`src/rtl/crb_pkg.sv`:
```
// types, constants and microcode table of the cubic bisection root finder
package crb_pkg;

   // number format and search limits
   localparam int FRAC_BITS = 16;
   localparam int MAX_STEPS = 32;
   localparam int DATA_W    = 32;
   localparam int TOL_W     = 31;
   localparam int STEP_W    = $clog2(MAX_STEPS + 1);
   localparam int UPC_W     = 5;
   localparam int REQ_TDATA_W = 64;
   localparam int RSP_TDATA_W = 40;
   localparam int CSR_IDX_W = 3;

   localparam logic [TOL_W-1:0] TOL_RESET = 31'd7;

   // register indexes
   localparam logic [CSR_IDX_W-1:0] REG_COEFF_CUBIC  = 3'd0;
   localparam logic [CSR_IDX_W-1:0] REG_COEFF_SQUARE = 3'd1;
   localparam logic [CSR_IDX_W-1:0] REG_COEFF_LINEAR = 3'd2;
   localparam logic [CSR_IDX_W-1:0] REG_COEFF_CONST  = 3'd3;
   localparam logic [CSR_IDX_W-1:0] REG_TOLERANCE    = 3'd4;

   // result status codes
   localparam logic [1:0] ST_FOUND  = 2'd0;
   localparam logic [1:0] ST_NOSIGN = 2'd1;
   localparam logic [1:0] ST_BAD    = 2'd2;

   // evaluation point select
   localparam logic [1:0] XS_NONE = 2'd0;
   localparam logic [1:0] XS_LO   = 2'd1;
   localparam logic [1:0] XS_HI   = 2'd2;
   localparam logic [1:0] XS_MID  = 2'd3;

   // coefficient select for the horner add
   localparam logic [1:0] CS_SQUARE = 2'd0;
   localparam logic [1:0] CS_LINEAR = 2'd1;
   localparam logic [1:0] CS_CONST  = 2'd2;

   // jump conditions
   localparam logic [2:0] JC_NONE     = 3'd0;
   localparam logic [2:0] JC_ALWAYS   = 3'd1;
   localparam logic [2:0] JC_NOREQ    = 3'd2;
   localparam logic [2:0] JC_BAD      = 3'd3;
   localparam logic [2:0] JC_NOSIGN   = 3'd4;
   localparam logic [2:0] JC_CONTINUE = 3'd5;

   // program addresses
   localparam logic [UPC_W-1:0] A_IDLE     = 5'd0;
   localparam logic [UPC_W-1:0] A_START_LO = 5'd1;
   localparam logic [UPC_W-1:0] A_START_HI = 5'd8;
   localparam logic [UPC_W-1:0] A_CHECK    = 5'd15;
   localparam logic [UPC_W-1:0] A_LOOP     = 5'd16;
   localparam logic [UPC_W-1:0] A_UPDATE   = 5'd23;
   localparam logic [UPC_W-1:0] A_DONE     = 5'd24;
   localparam logic [UPC_W-1:0] A_BAD      = 5'd25;
   localparam logic [UPC_W-1:0] A_NOSIGN   = 5'd26;

   // one control word of the program
   typedef struct packed {
      logic [1:0]       x_sel;
      logic             mul;
      logic             add;
      logic [1:0]       coef_sel;
      logic             save_flo;
      logic             clr_n;
      logic             update;
      logic             emit;
      logic [1:0]       status;
      logic [2:0]       jcond;
      logic [UPC_W-1:0] target;
   } ctrl_word_type;

   // datapath conditions seen by the sequencer
   typedef struct packed {
      logic bad;
      logic nosign;
      logic finish;
   } dp_flags_type;

   // program rom: three horner evaluations, the search loop and the results
   function automatic ctrl_word_type ucode(input logic [UPC_W-1:0] addr);
      ctrl_word_type cw;
      cw = '0;
      case (addr)
         A_IDLE: begin
            cw.jcond  = JC_NOREQ;
            cw.target = A_IDLE;
         end
         A_START_LO: begin
            cw.x_sel  = XS_LO;
            cw.jcond  = JC_BAD;
            cw.target = A_BAD;
         end
         A_START_HI: begin
            cw.x_sel    = XS_HI;
            cw.save_flo = 1'b1;
         end
         A_CHECK: begin
            cw.clr_n  = 1'b1;
            cw.jcond  = JC_NOSIGN;
            cw.target = A_NOSIGN;
         end
         A_LOOP: begin
            cw.x_sel = XS_MID;
         end
         A_START_LO + 5'd1, A_START_HI + 5'd1, A_LOOP + 5'd1,
         A_START_LO + 5'd3, A_START_HI + 5'd3, A_LOOP + 5'd3,
         A_START_LO + 5'd5, A_START_HI + 5'd5, A_LOOP + 5'd5: begin
            cw.mul = 1'b1;
         end
         A_START_LO + 5'd2, A_START_HI + 5'd2, A_LOOP + 5'd2: begin
            cw.add      = 1'b1;
            cw.coef_sel = CS_SQUARE;
         end
         A_START_LO + 5'd4, A_START_HI + 5'd4, A_LOOP + 5'd4: begin
            cw.add      = 1'b1;
            cw.coef_sel = CS_LINEAR;
         end
         A_START_LO + 5'd6, A_START_HI + 5'd6, A_LOOP + 5'd6: begin
            cw.add      = 1'b1;
            cw.coef_sel = CS_CONST;
         end
         A_UPDATE: begin
            cw.update = 1'b1;
            cw.jcond  = JC_CONTINUE;
            cw.target = A_LOOP;
         end
         A_DONE: begin
            cw.emit   = 1'b1;
            cw.status = ST_FOUND;
            cw.jcond  = JC_ALWAYS;
            cw.target = A_IDLE;
         end
         A_BAD: begin
            cw.emit   = 1'b1;
            cw.status = ST_BAD;
            cw.jcond  = JC_ALWAYS;
            cw.target = A_IDLE;
         end
         A_NOSIGN: begin
            cw.emit   = 1'b1;
            cw.status = ST_NOSIGN;
            cw.jcond  = JC_ALWAYS;
            cw.target = A_IDLE;
         end
         default: begin
            cw.jcond  = JC_ALWAYS;
            cw.target = A_IDLE;
         end
      endcase
      return cw;
   endfunction

endpackage

```
`src/rtl/crb_datapath.sv`:
```
// interval registers, horner multiply/add unit and search condition logic
module crb_datapath
   import crb_pkg::*;
(
   input  logic                      clock,
   input  logic                      reset,
   input  ctrl_word_type             cw,
   input  logic                      load_in,
   input  logic signed [DATA_W-1:0]  x_low,
   input  logic signed [DATA_W-1:0]  x_high,
   input  logic signed [DATA_W-1:0]  coeff_cubic,
   input  logic signed [DATA_W-1:0]  coeff_square,
   input  logic signed [DATA_W-1:0]  coeff_linear,
   input  logic signed [DATA_W-1:0]  coeff_const,
   input  logic        [TOL_W-1:0]   tolerance,
   output logic signed [DATA_W-1:0]  lo,
   output dp_flags_type              flags
);

   logic signed [DATA_W-1:0]   lo_ff, hi_ff, x_ff, p_ff;
   logic signed [DATA_W-1:0]   x_in, p_in;
   logic signed [2*DATA_W-1:0] prod_ff;
   logic                       flo_pos_ff, flo_neg_ff;
   logic [STEP_W-1:0]          n_ff, n_in;

   logic signed [DATA_W:0]     mid_sum;
   logic signed [DATA_W-1:0]   mid;
   logic signed [DATA_W-1:0]   coef;
   logic signed [2*DATA_W-1:0] shifted;
   logic signed [DATA_W-1:0]   prod_sat;
   logic signed [DATA_W:0]     sum;
   logic signed [DATA_W-1:0]   sum_sat;
   logic                       p_zero, p_pos, p_neg, move_lo;
   logic signed [DATA_W:0]     width_next;

   // floor of the interval midpoint
   assign mid_sum = {lo_ff[DATA_W-1], lo_ff} + {hi_ff[DATA_W-1], hi_ff};
   assign mid     = mid_sum[DATA_W:1];

   // coefficient for the current horner add
   always_comb begin
      case (cw.coef_sel)
         CS_SQUARE: coef = coeff_square;
         CS_LINEAR: coef = coeff_linear;
         CS_CONST:  coef = coeff_const;
         default:   coef = coeff_const;
      endcase
   end

   // rescale product, saturate, add coefficient, saturate
   assign shifted = prod_ff >>> FRAC_BITS;
   always_comb begin
      if (shifted[2*DATA_W-1:DATA_W-1] == {(DATA_W+1){shifted[DATA_W-1]}}) begin
         prod_sat = shifted[DATA_W-1:0];
      end else begin
         prod_sat = {shifted[2*DATA_W-1], {(DATA_W-1){~shifted[2*DATA_W-1]}}};
      end
      sum = {prod_sat[DATA_W-1], prod_sat} + {coef[DATA_W-1], coef};
      if (sum[DATA_W] == sum[DATA_W-1]) begin
         sum_sat = sum[DATA_W-1:0];
      end else begin
         sum_sat = {sum[DATA_W], {(DATA_W-1){~sum[DATA_W]}}};
      end
   end

   // sign of the last evaluation and half selection
   assign p_zero  = (p_ff == '0);
   assign p_neg   = p_ff[DATA_W-1];
   assign p_pos   = ~p_neg & ~p_zero;
   assign move_lo = (flo_pos_ff & p_pos) | (flo_neg_ff & p_neg);

   // width of the interval after this halving
   always_comb begin
      if (move_lo || p_zero) begin
         width_next = {hi_ff[DATA_W-1], hi_ff} - {x_ff[DATA_W-1], x_ff};
      end else begin
         width_next = {x_ff[DATA_W-1], x_ff} - {lo_ff[DATA_W-1], lo_ff};
      end
   end

   assign n_in = n_ff + STEP_W'(1);

   assign flags.bad    = (lo_ff >= hi_ff);
   assign flags.nosign = (flo_pos_ff & p_pos) | (flo_neg_ff & p_neg);
   assign flags.finish = p_zero || (n_in == STEP_W'(MAX_STEPS)) ||
                         (width_next < $signed({2'b00, tolerance}));
   assign lo = lo_ff;

   // evaluation point select
   always_comb begin
      case (cw.x_sel)
         XS_LO:   x_in = lo_ff;
         XS_HI:   x_in = hi_ff;
         XS_MID:  x_in = mid;
         default: x_in = x_ff;
      endcase
   end

   // horner accumulator
   always_comb begin
      p_in = p_ff;
      if (cw.x_sel != XS_NONE) begin
         p_in = coeff_cubic;
      end else if (cw.add) begin
         p_in = sum_sat;
      end
   end

   // payload registers
   always_ff @(posedge clock) begin
      x_ff <= x_in;
      p_ff <= p_in;
      if (cw.mul) begin
         prod_ff <= (2*DATA_W)'(p_ff) * (2*DATA_W)'(x_ff);
      end
      if (load_in) begin
         lo_ff <= x_low;
         hi_ff <= x_high;
      end else if (cw.update) begin
         if (move_lo || p_zero) begin
            lo_ff <= x_ff;
         end else begin
            hi_ff <= x_ff;
         end
      end
      if (cw.save_flo) begin
         flo_pos_ff <= p_pos;
         flo_neg_ff <= p_neg;
      end
   end

   // step counter
   always_ff @(posedge clock) begin
      if (reset) begin
         n_ff <= '0;
      end else if (cw.clr_n) begin
         n_ff <= '0;
      end else if (cw.update) begin
         n_ff <= n_in;
      end
   end

endmodule

```
`src/rtl/cubic_root_bisection.sv`:
```
// top level: bisection root finder for a cubic in signed q16.16
// Usage:
//   req channel carries one search interval per transfer (x_low, x_high).
//   rsp channel returns one result per interval (root, status).
//   csr port writes the four coefficients and the stop tolerance; write
//   only while no interval is in flight.
// How it runs:
//   a control program in a rom drives one shared horner unit, one word per
//   cycle unless it holds on a result word. each evaluation of the cubic is a
//   load, then three multiply and saturating add pairs; each halving is an
//   evaluation at the midpoint and an interval update. a bad interval is
//   answered before any evaluation, no sign change after the evaluations at
//   both ends, a found root after k halvings (k at most 32). one interval is in
//   work at a time; req_tready is high only while the program waits at its
//   idle word, which it reaches as the result is loaded.
// Reset clears the program counter, the result valid and the registers
// (coefficients 0, tolerance 7).
// Backpressure: a result waits in the output register; the program holds on
// its result word until that register is free, then returns to idle.
module cubic_root_bisection
   import crb_pkg::*;
(
   input  logic                   clock,
   input  logic                   reset,
   // input intervals
   input  logic                   req_tvalid,
   output logic                   req_tready,
   input  logic [REQ_TDATA_W-1:0] req_tdata,   // x_low [31:0], x_high [63:32]
   // results
   output logic                   rsp_tvalid,
   input  logic                   rsp_tready,
   output logic [RSP_TDATA_W-1:0] rsp_tdata,   // root [31:0], status [33:32], zero fill
   // register writes
   input  logic                   csr_we,
   input  logic [CSR_IDX_W-1:0]   csr_index,
   input  logic [DATA_W-1:0]      csr_wdata
);

   logic [UPC_W-1:0]         upc_ff, upc_in;
   logic                     rsp_valid_ff, rsp_valid_in;
   logic signed [DATA_W-1:0] rsp_root_ff;
   logic [1:0]               rsp_status_ff;
   logic signed [DATA_W-1:0] coeff_cubic_ff, coeff_square_ff;
   logic signed [DATA_W-1:0] coeff_linear_ff, coeff_const_ff;
   logic [TOL_W-1:0]         tolerance_ff;

   ctrl_word_type            cw, cw_live;
   dp_flags_type             flags;
   logic signed [DATA_W-1:0] lo;
   logic                     accept, stall, take_jump;

   // program rom read and handshake
   assign cw         = ucode(upc_ff);
   assign req_tready = (upc_ff == A_IDLE);
   assign accept     = req_tvalid & req_tready;
   assign stall      = cw.emit & rsp_valid_ff & ~rsp_tready;

   // control word with its emit held back while the output is busy
   always_comb begin
      cw_live = cw;
      if (stall) begin
         cw_live.emit = 1'b0;
      end
   end

   // jump decision
   always_comb begin
      case (cw.jcond)
         JC_NONE:     take_jump = 1'b0;
         JC_ALWAYS:   take_jump = 1'b1;
         JC_NOREQ:    take_jump = ~req_tvalid;
         JC_BAD:      take_jump = flags.bad;
         JC_NOSIGN:   take_jump = flags.nosign;
         JC_CONTINUE: take_jump = ~flags.finish;
         default:     take_jump = 1'b1;
      endcase
   end

   // program counter
   always_comb begin
      if (stall) begin
         upc_in = upc_ff;
      end else if (take_jump) begin
         upc_in = cw.target;
      end else begin
         upc_in = upc_ff + UPC_W'(1);
      end
   end

   // output register valid
   always_comb begin
      if (cw_live.emit) begin
         rsp_valid_in = 1'b1;
      end else if (rsp_tready) begin
         rsp_valid_in = 1'b0;
      end else begin
         rsp_valid_in = rsp_valid_ff;
      end
   end

   always_ff @(posedge clock) begin
      if (reset) begin
         upc_ff       <= A_IDLE;
         rsp_valid_ff <= 1'b0;
      end else begin
         upc_ff       <= upc_in;
         rsp_valid_ff <= rsp_valid_in;
      end
   end

   // result payload
   always_ff @(posedge clock) begin
      if (cw_live.emit) begin
         rsp_status_ff <= cw.status;
         rsp_root_ff   <= (cw.status == ST_FOUND) ? lo : '0;
      end
   end

   // configuration registers
   always_ff @(posedge clock) begin
      if (reset) begin
         coeff_cubic_ff  <= '0;
         coeff_square_ff <= '0;
         coeff_linear_ff <= '0;
         coeff_const_ff  <= '0;
         tolerance_ff    <= TOL_RESET;
      end else if (csr_we) begin
         case (csr_index)
            REG_COEFF_CUBIC:  coeff_cubic_ff  <= csr_wdata;
            REG_COEFF_SQUARE: coeff_square_ff <= csr_wdata;
            REG_COEFF_LINEAR: coeff_linear_ff <= csr_wdata;
            REG_COEFF_CONST:  coeff_const_ff  <= csr_wdata;
            REG_TOLERANCE:    tolerance_ff    <= csr_wdata[TOL_W-1:0];
            default: ;
         endcase
      end
   end

   crb_datapath u_dp (
      .clock        (clock),
      .reset        (reset),
      .cw           (cw_live),
      .load_in      (accept),
      .x_low        (req_tdata[DATA_W-1:0]),
      .x_high       (req_tdata[2*DATA_W-1:DATA_W]),
      .coeff_cubic  (coeff_cubic_ff),
      .coeff_square (coeff_square_ff),
      .coeff_linear (coeff_linear_ff),
      .coeff_const  (coeff_const_ff),
      .tolerance    (tolerance_ff),
      .lo           (lo),
      .flags        (flags)
   );

   assign rsp_tvalid = rsp_valid_ff;
   assign rsp_tdata  = {6'b0, rsp_status_ff, rsp_root_ff};

endmodule

```
`config.mk`:
```
export PLATFORM = sky130hd
export DESIGN_NAME = cubic_root_bisection
export DESIGN_NICKNAME = d
export VERILOG_FILES = /design/src/rtl/crb_pkg.sv /design/src/rtl/crb_datapath.sv /design/src/rtl/cubic_root_bisection.sv
export SDC_FILE = /design/constraint.sdc
export NUM_CORES = 2
export LEC_CHECK = 0
export BUFFER_PORTS_ARGS = -buffer_cell sky130_fd_sc_hd__buf_2
export CORE_MARGIN = 8
export CORE_UTILIZATION = 38
export CTS_CLUSTER_DIAMETER = 30
export CTS_CLUSTER_SIZE = 25
export DETAILED_ROUTE_END_ITERATION = 8
export PLACE_DENSITY = 0.55
export SETUP_SLACK_MARGIN = 0.02
export SYNTH_ARGS = -nofsm -noshare
export SYNTH_HDL_FRONTEND = slang
export SYNTH_SLANG_ARGS = --single-unit
```
`constraint.sdc`:
```
create_clock -name clock -period 7.9 [get_ports clock]
set_input_delay 0.395 -clock clock [delete_from_list [all_inputs] [get_ports clock]]
set_output_delay 0.395 -clock clock [all_outputs]
set_load 0.05 [all_outputs]
```
**Word-level counts from Yosys, hierarchy flattened**

Cells that the tools add are included.

- Add/subtract/negate cells: 6
- $mul: 1
- Magnitude comparators: 2
- Equal/unequal tests: 42
- Muxes and demuxes: 26
- Bitwise logic cells: 14
- Reductions and logical operators: 28

Operators by type and width:

| cell | number |
|---|---|
| 32-bit two-way mux | 10 |
| 32-bit one-hot mux with 3 select lines | 1 |
| 32-bit by 32-bit adder with 33-bit output | 2 |
| 32-bit by 32-bit subtractor with 33-bit output | 2 |
| 32-bit by 32-bit multiplier with 64-bit output | 1 |
| 32-bit one-hot mux with 2 select lines | 1 |
| 5-bit == test, second input constant | 11 |
| 5-bit by 4-bit == test with 1-bit output, second input constant | 8 |
| 8-bit one-hot mux with 5 select lines | 1 |
| 33-bit by 32-bit less-than comparator with 1-bit output | 1 |
| 33-bit two-way mux | 1 |
| 32-bit == test | 1 |
| 32-bit greater-or-equal comparator | 1 |
| 32-bit logical NOT | 1 |
| 5-bit by 3-bit == test with 1-bit output, second input constant | 4 |
| 20-bit OR reduction | 1 |
| 3-bit one-hot mux with 3 select lines | 2 |
| 2-bit AND reduction | 7 |
| 3-bit by 2-bit == test with 1-bit output, second input constant | 4 |
| 5-bit by 2-bit == test with 1-bit output, second input constant | 2 |
| 2-bit nonzero test | 5 |
| 3-bit == test, second input constant | 3 |
| 3-bit OR reduction | 3 |
| 9-bit OR reduction | 1 |
| 22 further kinds | 45 |

- Register bits after elaboration: 399
- Bits of input ports: 104
- Output and inout port bits: 42
- Logic and storage cells: 136

**Logic depth before layout (Yosys ltp)**

- Depth after elaboration: 12
- Depth in mapped cells: 29

**Cells and area by module**

From an unflattened synthesis, not the netlist that was laid out.

- Cells, all modules: 6555
- Area total of the unflattened synthesis: 59234.3 µm²

By module, submodules not included:

| module | instances | cells an instance | area each (µm²) | sequential area each (µm²) |
|---|---|---|---|---|
| crb_datapath | 1 | 5680 | 51747.1 | 5465.2 |
| cubic_root_bisection | 1 | 875 | 7487.2 | 4324.1 |

**Worst setup path after synthesis**

OpenSTA, ideal clock, no wires.

- Path type: register to register
- Start: register u_dp.p_ff[31]
- End: register u_dp.prod_ff[57], data pin
- Library setup time: 0.265 ns
- Data arrival time: 7.751 ns
- Required time: 7.635 ns
- Slack: -0.116 ns
- Stages on the path, launching flop included: 26
- Buffers on the path: 2
- Clock period less this slack: 8.016 ns
- Cells stage by stage: edfxtp_1 buf_2 buf_1 nand2_1 inv_1 fa_1 inv_1 fa_1 inv_1 fa_1 fa_1 inv_1 fa_1 inv_1 fa_1 fa_1 fa_1 ha_1 and4_1 a221o_1 a21oi_1 o31ai_2 o41a_1 a21oi_1 o21ai_0 xor2_1

- Longest elaborated chain between the ends: 1

RTL lines:

| element | line | text |
|---|---|---|
| start: declaration | crb_datapath.sv:20 | `logic signed [DATA_W-1:0] lo_ff, hi_ff, x_ff, p_ff;` |
| start signal: assignment | crb_datapath.sv:112 | `p_ff <= p_in;` |
| 32-bit by 32-bit multiplier with 64-bit output | crb_datapath.sv:114 | `prod_ff <= (2*DATA_W)'(p_ff) * (2*DATA_W)'(x_ff);` |
| end signal: assignment | crb_datapath.sv:114 |  |
| end: declaration | crb_datapath.sv:22 | `logic signed [2*DATA_W-1:0] prod_ff;` |

Every way passes these cells.
A chain may end at the register's enable or synchronous reset.

**Worst setup path after layout**

- Start: register u_dp.p_ff[8]
- End: register u_dp.prod_ff[56], data pin

The elaborated chain is that of the path after synthesis.

==> results.md <==
STA:
- The highest achievable clock rate is 0.127 GHz.
- For the final database, setup skew stands at 0.0446 ns.
- The slack of the critical path is 0.00474 ns.
- The final-report max-slew violation count came to 0.
- The time the worst path needs with I/O delays and setup is 7.90 ns.
- Setup violations remaining at the end of the flow were counted as 0.
- The final hold violation count was 0.
- The worst path uses 99.9% of the clock period.
- For the pin with the worst max-slew slack, the measured transition is 1.32 ns.
- Setup repair after global routing could not meet its margin everywhere.
- The max-slew headroom at the worst pin is 10.9%.

Setup path:
- The startpoint-to-endpoint class of the critical path is flip-flop to flip-flop.
- STA classifies the critical path endpoint as a flip-flop.
- The required time at the worst-slack endpoint is 8.39 ns.
- Along the worst path, the maximum fanout reaches 5.
- The worst setup path is launched from a flip-flop.
- The data arrival time of the critical path is 8.38 ns.

Floorplanning:
- The area of the placeable core is 154,000 um^2.
- The overall die width is 411 um.
- For this configuration, the core starts out at a cell density of 38.3%.
- The cell row count is 144.
- The die height is 411 um.
- The overall die area is 169,000 um^2.
- 146 I/O pins were placed.

Logic synthesis:
- The register bit count reported by yosys is 383.
- The share of synthesized registers carrying an async set or reset is 0%.
- The synthesized instance count is 6,574.
- The mean cell area of the mapped netlist is 9.00 um^2.
- The commonest register cell after synthesis is edfxtp_1.
- The synthesized cell area is 59,100 um^2.
- The Yosys step of the flow raised 0 warnings.
- In this run, synthesis inferred 212 flip-flops with an integrated enable.
- The count of distinct cell types in the synthesized netlist is 84.
- Of the synthesized area, sequential elements account for 16.6%.

Drt:
- The iteration count of the initial detailed-routing pass is 6.
- The detail route stage leaves a number of antenna-violating nets equal to 0.
- The average wire per standard cell is 21.6 um.
- For this run, design rule violations remaining after detail routing come to 0.
- After detailed routing, the number of vias per cell comes to 5.14.
- The starting DRC count in detailed routing is 3,539.
- The detailed router placed 46,371 vias in this run.
- The routed design has 194,000 um of wire.

Placement:
- After detailed placement, the design holds a cell count of 8,732.
- The worst slack at placement is -0.172 ns.
- Summed over all nets, the half-perimeter wirelength after detailed placement is 153,000 um.
- Port buffering added 139 buffers.
- The routability congestion estimate from global placement is 0.944.

CTS:
- The number of buffers added by the clock tree synthesis step is 102.
- The clock passes through at most 3 buffers.
- The clock latency on the worst-skew pair is 0.67 ns.
- The clock tree root buffer cell is clkbuf_16.
- The clock transition time at the flip-flop clock pins of the worst setup and hold paths is 0.05 ns.
- The tree built by TritonCTS fans out to 383 sinks.
- The H-tree level count is 3.
- TritonCTS built the clock tree.

GRT:
- The number of antenna violations at the first check in global routing came to 5.
- Global routing used 22.8% of the available tracks.
- Summed over all layers, the global routing overflow is 0.
- Entering global routing, the biggest net connects 87 pins.
- The wire length of the first global-routing pass is 297,000 um.
- The number of global-route vias before repair is 48,746.

Flow run:
- The tool flagged a number of max-cap violations equal to 0.

Outcome:
- The run finished with clean final reports.

Cells and area:
- The layout overhead on the synthesized area is 17.5%.
- Leaving out filler cells and counting taps, the final layout contains 9,014.
- The library cells used most frequently in the layout, excluding fill and tap cells, are inv_1, nand2_1, fa_1.
- The top register by number of flip-flops is u_dp.prod_ff.
- Of the cells placed in the final design, the portion with a size suffix greater than 1 is 12.1%.
- Leaving out fill and tap cells, the most frequent cell in the layout is inv_1.
- At the end of the flow, the number of nets in the layout was 8,444.
- The register with the most flip-flops in the layout has 48 of them.
- The utilization after layout is 45.0%.

Min path:
- The worst hold-check path type is input port to flip-flop.
==> metal layers <==
layer  GRT usage [%]  wire length, um
met1            32.4            85900
met2            36.3            88700
met3            4.01            14100
met4            5.89             5720
met5               0                0
==> cells in the mapped netlist, drive strengths merged (12+ instances only) <==
| cell | instances | area, um^2 |
|---|---|---|
| or3 | 13 | 81.3 |
| clkbuf | 322 | 1210 |
| nor4 | 23 | 144 |
| nor3 | 74 | 375 |
| a22oi | 32 | 240 |
| fa | 1085 | 21700 |
| and3 | 17 | 106 |
| a31oi | 12 | 75.1 |
| a21o | 83 | 623 |
| nand4 | 28 | 175 |
| o21a | 23 | 173 |
| nand3 | 45 | 225 |
| xnor2 | 107 | 937 |
| o21ai | 211 | 1060 |
| mux2i | 35 | 350 |
| buf | 24 | 123 |
| and2 | 533 | 3330 |
| nand2 | 1088 | 4080 |
| dfxtp | 171 | 3420 |
| inv | 1162 | 4360 |
| nand2b | 36 | 225 |
| nor2b | 21 | 131 |
| nor2 | 190 | 716 |
| o211ai | 14 | 105 |
| edfxtp | 212 | 6370 |
| xor2 | 60 | 526 |
| o31ai | 15 | 118 |
| a211oi | 19 | 148 |
| a21oi | 382 | 1910 |
| ha | 376 | 4700 |
| o21bai | 22 | 165 |
==> cells by family after synthesis <==
| family | share of synthesized area, % |
|---|---|
| compound gates | 9.11 |
| xor+xnor | 2.47 |
| fa+ha+maj | 44.7 |
| buf+inv | 9.63 |
| flops | 16.6 |
| mux | 0.694 |
| other cells | 0.00634 |
| simple gates | 16.9 |
==> worst max-delay path, cell delays in order (launching register included) <==
cell      delay (ns)
edfxtp_1        0.43
buf_6           0.16
buf_12          0.14
buf_12          0.14
and2_4          0.16
fa_1            0.47
fa_1            0.54
fa_1            0.46
fa_1            0.52
fa_1            0.59
fa_1            0.46
fa_1            0.51
fa_1            0.52
ha_1            0.33
a21o_1          0.19
a21o_1          0.17
a21oi_2         0.14
o21ai_2         0.07
a221o_1         0.38
a21oi_2         0.17
o31ai_4         0.09
buf_6           0.15
o41a_1          0.36
a21oi_2         0.19
buf_4           0.14
nor2_1          0.03
a311oi_1        0.19
==> final timing paths <==
path	depth (start not counted)	end	slack (ns)	start
max	26	u_dp.prod_ff[56]$_DFFE_PP_	0.005	u_dp.p_ff[8]$_DFFE_PP_
min	3	coeff_const_ff[1]$_SDFFE_PP0P_	0.04	csr_wdata[1]
max reg2reg	26	u_dp.prod_ff[56]$_DFFE_PP_	0.005	u_dp.p_ff[8]$_DFFE_PP_
min reg2reg	2	coeff_linear_ff[19]$_SDFFE_PP0P_	0.45	coeff_linear_ff[19]$_SDFFE_PP0P_
==> repair_timing <==
action	4_1_cts	5_1_grt
pin swaps	17	67
resized for setup	48	118
hold endpoints to repair	37	0
endpoints found under the setup margin	22	25
cloned	1	11
hold buffers	32	0
buffers inserted	7	36
==> per-stage QoR <==
| stage | hold slack (ns) | area, um^2 | setup TNS [ns] |
|---|---|---|---|
| detailed placement | 0.446 | 64400 | -1.41 |
| global placement | 0.441 | 64400 | -1.02 |
| global route | 0.0191 | 69500 | -2.24 |
| floorplan | 0.421 | 59200 | 0 |
| finish | 0.0365 | 69500 | 0 |
| CTS | 0.00197 | 68400 | -0.00824 |
==> cell type report <==
type,count,area [um^2]
Clock inverter,71,754
Antenna cell,2,5.00
Sequential cell,383,9790
Fill cell,14809,84900
Clock buffer,122,2720
Multi-Input combinational cell,4687,44300
Tap cell,2044,2560
Inverter,1163,4370
Timing Repair Buffer,542,5020
Power is left out: the tool's default activity adds up to more than one toggle a clock period on the data nets, which glitch-free logic cannot reach.
